## config.mk

```make
export PLATFORM = sky130hd
export DESIGN_NAME = bec_div
export DESIGN_NICKNAME = d
export VERILOG_FILES = /design/src/hw/rtl/assert_macros.svh /design/src/hw/rtl/bec_div.sv
export SDC_FILE = /design/constraint.sdc
export NUM_CORES = 1
export LEC_CHECK = 0
export BUFFER_PORTS_ARGS = -buffer_cell sky130_fd_sc_hd__buf_4
export CORE_MARGIN = 10
export CORE_UTILIZATION = 47
export CTS_CLUSTER_DIAMETER = 120
export DETAILED_ROUTE_END_ITERATION = 8
export PLACE_DENSITY = 0.8
export SETUP_SLACK_MARGIN = 0.3
export SLEW_MARGIN = 20
export SYNTH_ARGS = -nofsm -noshare
export SYNTH_HDL_FRONTEND = slang
export SYNTH_SLANG_ARGS = --single-unit
```

## constraint.sdc

```tcl
create_clock -name clk -period 3.5 [get_ports clk]
set_clock_uncertainty 0.15 [all_clocks]
set_input_delay 0.525 -clock clk [delete_from_list [all_inputs] [get_ports clk]]
set_output_delay 0.525 -clock clk [all_outputs]
set_load 0.02 [all_outputs]
```

## src/hw/rtl/assert_macros.svh

```systemverilog
// ---------------------------------------------------------------------------
// assertion macros
// shared concurrent assertion forms, sampled on clk, held off by rst_n
// ---------------------------------------------------------------------------
`ifndef ASSERT_MACROS_SVH
`define ASSERT_MACROS_SVH

// same-cycle implication
`define BEC_ASSERT_IMPL(lbl, ante, cons) \
  lbl: assert property (@(posedge clk) disable iff (!rst_n) (ante) |-> (cons)) \
    else $error("assertion failed");

// next-cycle implication
`define BEC_ASSERT_NEXT(lbl, ante, cons) \
  lbl: assert property (@(posedge clk) disable iff (!rst_n) (ante) |=> (cons)) \
    else $error("assertion failed");

`endif

```

## src/hw/rtl/bec_div.sv

```systemverilog
// ---------------------------------------------------------------------------
// bec_div
// restoring divider, one quotient bit per cycle, flags a nonzero remainder
// ---------------------------------------------------------------------------
module bec_div #(
  parameter int unsigned N = 17,
  parameter int unsigned M = 17
) (
  input  logic         clk,
  input  logic         rst_n,
  input  logic         start,
  input  logic [N-1:0] dividend,
  input  logic [M-1:0] divisor,
  output logic         done,
  output logic [N-1:0] quot,
  output logic         rem_nz
);

  localparam int unsigned CNT_W = $clog2(N + 1);

  logic [M:0]       rem_r;
  logic [N-1:0]     quo_r;
  logic [M-1:0]     dvs_r;
  logic [CNT_W-1:0] cnt_r;
  logic             run_r;
  logic             done_r;
  logic [M:0]       rem_sh;
  logic             fits;

  // one shift-subtract step
  assign rem_sh = {rem_r[M-1:0], quo_r[N-1]};
  assign fits   = rem_sh >= {1'b0, dvs_r};

  always_ff @(posedge clk) begin
    if (!rst_n) begin
      run_r  <= 1'b0;
      done_r <= 1'b0;
      cnt_r  <= '0;
    end else begin
      done_r <= 1'b0;
      if (start) begin
        run_r <= 1'b1;
        cnt_r <= '0;
        rem_r <= '0;
        quo_r <= dividend;
        dvs_r <= divisor;
      end else if (run_r) begin
        rem_r <= fits ? (rem_sh - {1'b0, dvs_r}) : rem_sh;
        quo_r <= {quo_r[N-2:0], fits};
        cnt_r <= cnt_r + 1'b1;
        if (cnt_r == CNT_W'(N - 1)) begin
          run_r  <= 1'b0;
          done_r <= 1'b1;
        end
      end
    end
  end

  assign done   = done_r;
  assign quot   = quo_r;
  assign rem_nz = |rem_r;

endmodule

```

==> metrics.md, run 1 <==
| Metric | Value |
|---|---|
| RD Place Congestion | 0.915 |
| Worst-path maximum fanout | 4 |
| CP startpoint kind | flop |
| Reg clk slew, reported paths | 0.07 ns |
| Detail Placement HPWL | 5350 um |
| GRT Overall Usage | 0.142 |
| # IOs | 56 |
| Met2 Wirelength | 3390 um |
| Crit path DAT | 2.98 ns |
| TNS Setup | 0 ns |
| Slew at the pin closest to its max-slew limit | 0.703 ns |
| Hold Buf Count CTS | 0 |
| Core Footprint | 0.00676 mm2 |
| Post-synthesis cell type count | 41 |
| Kind of critical path | flop to flop |
| Area Overhead vs Synth | 23.0% |
| Hold Vio Cnt, Final | 0 |
| Clk_lat worst skew | 0.33 ns |
| Rel. slew slack | 0.531 |
| Mapped cell area | 0.00326 mm2 |
| IR drop worst, VDD | 370 uV |
| EDFF count, synth | 52 |
| Via-to-Cell Ratio | 5.55 |
| Antenna viol nets, final | 0 |
| Clock buffer depth | 2 |
| Mapped Cells | 276 |
| # diodes | 0 |
| Vias in the first global route | 2468 |
| Detailed Route WL | 7220 um |
| Port-buffer cells | 55 |
| First-pass GRT wire length | 11800 um |
| TritonCTS Buffers | 9 |
| Die area | 0.0107 mm2 |
| Final nets | 402 |
| Finished Core Util | 0.594 |
| Max-cap viol count | 0 |
| Metal1 wirelength | 2950 um |
| P_leak | 1.69 nW |
| WP data required | 3.43 ns |
| Hold/Removal Path Class | primary input to flop |
| Syn nets | 333 |
| Mean area per synthesized cell | 11.8 um2 |
| Register area | 0.00170 mm2 |
| Fillers | 547 |
| Final Critical Period | 3.05 ns |
| Initial antenna violation count | 0 |
| Worst slack at placement | 0.354 ns |
| Met3 wire length | 694 um |
| R2r worst-path depth | 12 |
| H-tree depth | 3 |
| Initial Util | 0.483 |
| Status | finished clean |
| Synthesized flop and latch total | 59 |
| DRC | 0 |
| Synth warnings | 0 |
| Dpl cells | 407 |
| Hold Crit Depth | 1 |
| Clock sinks | 59 |
| Sequential fraction of the synthesis area | 0.522 |
| Fmax | 0.327 GHz |
| RSZ-0062 raised after global routing | false |
| Drt first pass iters | 4 |
| DR iter-0 viols | 153 |
| Period utilisation layout | 0.873 |
| CTS tree | built |
| Routed via count | 2387 |
| Total congestion overflow | 0 |
| Cell Pwr Density | 494 mW/mm2 |
| Area of the multi-input gates | 0.00144 mm2 |
| Element type at the critical path end | flop |
| Total power | 1.98 mW |
| Top layer in use | met4 |
| Final worst setup slack | 0.446 ns |
| Root Driver | clkbuf_8 |
| Width of the die | 103 um |
| Final setup vio count | 0 |
| Non-filler cells, final | 430 |
| Share of layout cells above drive strength 1 | 0.300 |
| Largest net degree at the start of global routing | 34 |
| Average wire per cell in the routed design | 16.8 um |
| Die height | 103 um |
| Num rows | 30 |
| Top_reg_cell synth | edfxtp_1 |
| Async S/R FF share, synth | 0 |
| Final Max Slew Viols | 0 |
synth_stat cells (2+ instances only):
cell      number  area share
a211oi_1       5       0.012
a211oi_2       3       0.012
a21boi_0       2      0.0046
a21o_1         6       0.014
a21oi_1       12       0.018
a31oi_1        2      0.0038
and3_1         6       0.012
buf_1          2      0.0023
buf_6          2      0.0069
clkbuf_1       3      0.0035
dfxtp_1        7       0.043
edfxtp_1      52        0.48
ha_1          19       0.073
inv_1         23       0.026
mux2_2        18       0.062
mux2i_1        9       0.028
nand2_1       18       0.021
nand2b_1       2      0.0038
nand3_1        4      0.0061
nand4_1        4      0.0077
nor2_1        24       0.028
nor4_1         3      0.0058
o21a_1         2      0.0046
o21ai_0        4      0.0061
o21bai_1       5       0.012
o22ai_1        6       0.012
or4_1          2      0.0046
xnor2_1       12       0.032
xor2_1         7       0.019
power breakdown:
group          total (mW)  internal, mW  switching, mW  leakage [nW]
logic               0.528         0.244          0.284          1.04
registers           0.875         0.840         0.0351         0.554
clock network       0.578         0.322          0.255        0.0935
critical path: stages, from the launching register on:
cell and delay (ns):
edfxtp_1 0.41, inv_1 0.08, ha_1 0.16, inv_1 0.06, fa_1 0.40, a21o_1 0.24, a221oi_4 0.24, buf_4 0.16
o21a_1 0.21, o21bai_1 0.16, a211oi_2 0.26, xor2_1 0.17, o22ai_1 0.11
kinds of logic (layout without fill, tap and decap cells):
kind of cell / after synthesis / count (layout) / share of synthesized area
multiplexers: 27 / 27 / 0.0898
AND/OR/NAND/NOR: 66 / 66 / 0.0955
adder cells (fa/ha/maj): 20 / 20 / 0.0790
AO/OA/AOI/OAI: 54 / 54 / 0.123
buffers and inverters: 31 / 105 / 0.0403
flip-flops: 59 / 59 / 0.522
XOR/XNOR: 19 / 19 / 0.0510
cells in the final DEF, fill, tap and decap left out, types with 5 or more instances in the layout:
cell,instances
edfxtp_1,52
o22ai_1,6
dfxtp_1,7
and3_1,6
buf_4,63
nand2_1,18
xnor2_1,12
xor2_1,7
mux2_2,18
a21oi_1,12
inv_1,23
ha_1,19
a21o_1,6
nor2_1,23
mux2i_1,9
clkbuf_8,9
o21bai_1,5
flip-flops by register name, indices dropped and copies added, names as in the netlist:
register,cells
rem_r,18
dvs_r,17
quot,17
cnt_r,5
done,1
run_r,1
per-stage QoR:
| stage | cell area, um2 | hold WS [ns] |
|---|---|---|
| after global placement | 3760 | 0.345 |
| after global routing | 4010 | 0.201 |
| final | 4010 | 0.218 |
| after CTS | 3940 | 0.196 |
| after detailed placement | 3760 | 0.368 |
| after floorplan | 3260 | 0.321 |
timing repair:
action                     CTS  global route
setup endpoints to repair    0            16
setup buffers                0             7
gates resized for setup      0             5
worst paths after layout:
kind,start,slack (ns),endpoint
worst min-delay path,divisor[8],0.22,dvs_r[8]$_DFFE_PP_
worst min register to register,cnt_r[4]$_SDFFE_PP0P_,0.38,cnt_r[4]$_SDFFE_PP0P_
worst max register to register,quot[16]$_DFFE_PP_,0.45,rem_r[16]$_SDFFCE_PP0P_
worst max-delay path,quot[16]$_DFFE_PP_,0.45,rem_r[16]$_SDFFCE_PP0P_
cell type report:
cell class | count | share of cell area
Clock buffer | 10 | 0.0318
Clock inverter | 6 | 0.0140
Inverter | 24 | 0.0225
Multi-Input combinational cell | 186 | 0.360
Sequential cell | 59 | 0.424
Tap cell | 80 | 0.0249
Timing Repair Buffer | 65 | 0.123
routing by layer:
| layer | global-route usage | up-vias |
|---|---|---|
| met5 | 0 | - |
| met2 | 0.224 | 92 |
| met3 | 0.0645 | 20 |
| met4 | 0.0717 | 0 |
| met1 | 0.161 | 1124 |
| li1 | - | 1151 |
Note: power is estimated with default switching activity, not from simulation.
==> inputs of run 2 (changes only) <==
==> constraint.sdc (replaced) <==
create_clock -name clk -period 3.4 [get_ports clk]
set_clock_uncertainty 0.15 [all_clocks]
set_input_delay 0.51 -clock clk [delete_from_list [all_inputs] [get_ports clk]]
set_output_delay 0.51 -clock clk [all_outputs]
set_load 0.02 [all_outputs]
==> run 2 against run 1 <==
  * Largest cell class unchanged
  * Combinational power up 7.0%
  * Design area up 1.4%
  * Largest power group unchanged
  * Via count about the same
  * Critical endpoint is now rem_r[17]$_SDFFCE_PP0P_
  * Sequential share of layout area down 0.60 points
  * Register-to-register slack worse by 0.06 ns
  * First-iteration DRC count up 23%
  * Critical path depth down 1
  * Sequential cell count unchanged
  * Count of clock-buffer cells in the layout up 1
==> metrics.md, run 2 (synthesized netlist as in run 1, its figures left out) <==
| Metric | Value |
|---|---|
| Fmax | 0.331 GHz |
| Crit path DAT | 2.96 ns |
| Register area | 0.00170 mm2 |
| Total congestion overflow | 0 |
| GR peak layer | met2 |
| DR iter-0 viols | 188 |
| Status | finished clean |
| Hold Vio Cnt, Final | 0 |
| Detail Placement HPWL | 5410 um |
| First-pass GRT wire length | 12100 um |
| Max reg flops | 18 |
| Area of the multi-input gates | 0.00146 mm2 |
| Via-to-Cell Ratio | 5.55 |
| Area Overhead vs Synth | 24.8% |
| H-tree depth | 3 |
| Commonest non-fill, non-tap cell in the layout | buf_4 |
| TritonCTS Buffers | 9 |
| # IOs | 56 |
| Grt met2 use | 0.235 |
| Cell Pwr Density | 518 mW/mm2 |
| Worst-path maximum fanout | 8 |
| Initial antenna violation count | 0 |
| Vias in the first global route | 2497 |
| Port-buffer cells | 55 |
| # diodes | 0 |
| Die height | 103 um |
| Final Max Slew Viols | 0 |
| Clk_lat worst skew | 0.33 ns |
| GRT Overall Usage | 0.144 |
| Share of layout cells above drive strength 1 | 0.314 |
| TNS Setup | 0 ns |
| Slew at the pin closest to its max-slew limit | 0.739 ns |
| Root Driver | clkbuf_8 |
| Reg clk slew, reported paths | 0.07 ns |
| Hold Buf Count CTS | 0 |
| Clock sinks | 59 |
| Fillers | 512 |
| Max-cap viol count | 0 |
| Final nets | 402 |
| P_leak | 1.71 nW |
| Final worst setup slack | 0.381 ns |
| Kind of critical path | flop to flop |
| RD Place Congestion | 0.924 |
| Initial Util | 0.483 |
| Die area | 0.0107 mm2 |
| Met1 Usage GRT | 0.166 |
| Commonest non-fill, non-tap cells in the layout | buf_4, edfxtp_1, nor2_1, inv_1 |
| Drt first pass iters | 4 |
| Reg2reg setup slack | 0.38 ns |
| Worst slack at placement | 0.253 ns |
| Largest Register | rem_r |
| IR drop worst, VDD | 436 uV |
| Antenna viol nets, final | 0 |
| Period utilisation layout | 0.888 |
| Core Footprint | 0.00676 mm2 |
| Clock buffer depth | 2 |
| RSZ-0062 raised after global routing | true |
| Num rows | 30 |
| M3 GR Usage | 0.0605 |
| Rel. slew slack | 0.507 |
| Width of the die | 103 um |
| Element type at the critical path end | flop |
| Hold/Removal Path Class | primary input to flop |
| CTS tree | built |
| CP startpoint kind | flop |
| Final setup vio count | 0 |
| Routed via count | 2386 |
| Final Critical Period | 3.02 ns |
| Hold WS | 0.198 ns |
| Average wire per cell in the routed design | 17.2 um |
| DRC | 0 |
| Detailed Route WL | 7400 um |
| Largest net degree at the start of global routing | 34 |
| WP data required | 3.34 ns |
## run 2: metrics by stage
step	area, um2	instances	util	total power, mW
final	4070	430	0.602	2.11
after global routing	4070	430	0.602	2.21
after CTS	3970	423	0.588	2.07
after detailed placement	3760	407	0.556	1.42
after global placement	3760	407	0.556	1.41
after floorplan	3260	276	-	1.28
## run 2: critical path: stages, from the launching register on
cell and delay (ns):
edfxtp_1 0.40, inv_1 0.08, ha_2 0.18, inv_2 0.04
fa_2 0.35, a21o_1 0.20, a221oi_4 0.24, o211ai_1 0.16
a221oi_2 0.33, o21ai_4 0.16, nand3_1 0.13, mux2_2 0.33
## run 2: metal layers
layer  routed length [um]  up-vias
met1                 3110     1126
met2                 3490       89
met3                  658       18
met4                  138        0
li1                     -     1153
met5                    0        -
## run 2: report_power, final
| part | internal, mW | total, mW | leakage, nW | switching (mW) |
|---|---|---|---|---|
| sequential | 0.864 | 0.902 | 0.554 | 0.0374 |
| combinational | 0.267 | 0.565 | 1.05 | 0.298 |
| clock | 0.373 | 0.641 | 0.103 | 0.268 |
## run 2: final cells by class
type                       instances  share of cell area
clock buffer                      11              0.0372
timing repair buffer              65               0.127
inverter                          24              0.0221
tap                               80              0.0246
multi-input combinational        186               0.358
clock inverter                     5              0.0126
sequential                        59               0.418
## run 2: timing repair
| item | in CTS | in global routing |
|---|---|---|
| buffers inserted | 0 | 6 |
| resized for setup | 3 | 7 |
| pin swaps | 1 | 8 |
| cloned | 0 | 1 |
| setup endpoints to repair | 12 | 16 |
## run 2: final timing paths
path	endpoint	cells past startpoint	startpoint
max	rem_r[17]$_SDFFCE_PP0P_	11	quot[16]$_DFFE_PP_
min	dvs_r[14]$_DFFE_PP_	1	divisor[14]
max reg2reg	rem_r[17]$_SDFFCE_PP0P_	11	quot[16]$_DFFE_PP_
min reg2reg	cnt_r[4]$_SDFFE_PP0P_	2	cnt_r[4]$_SDFFE_PP0P_
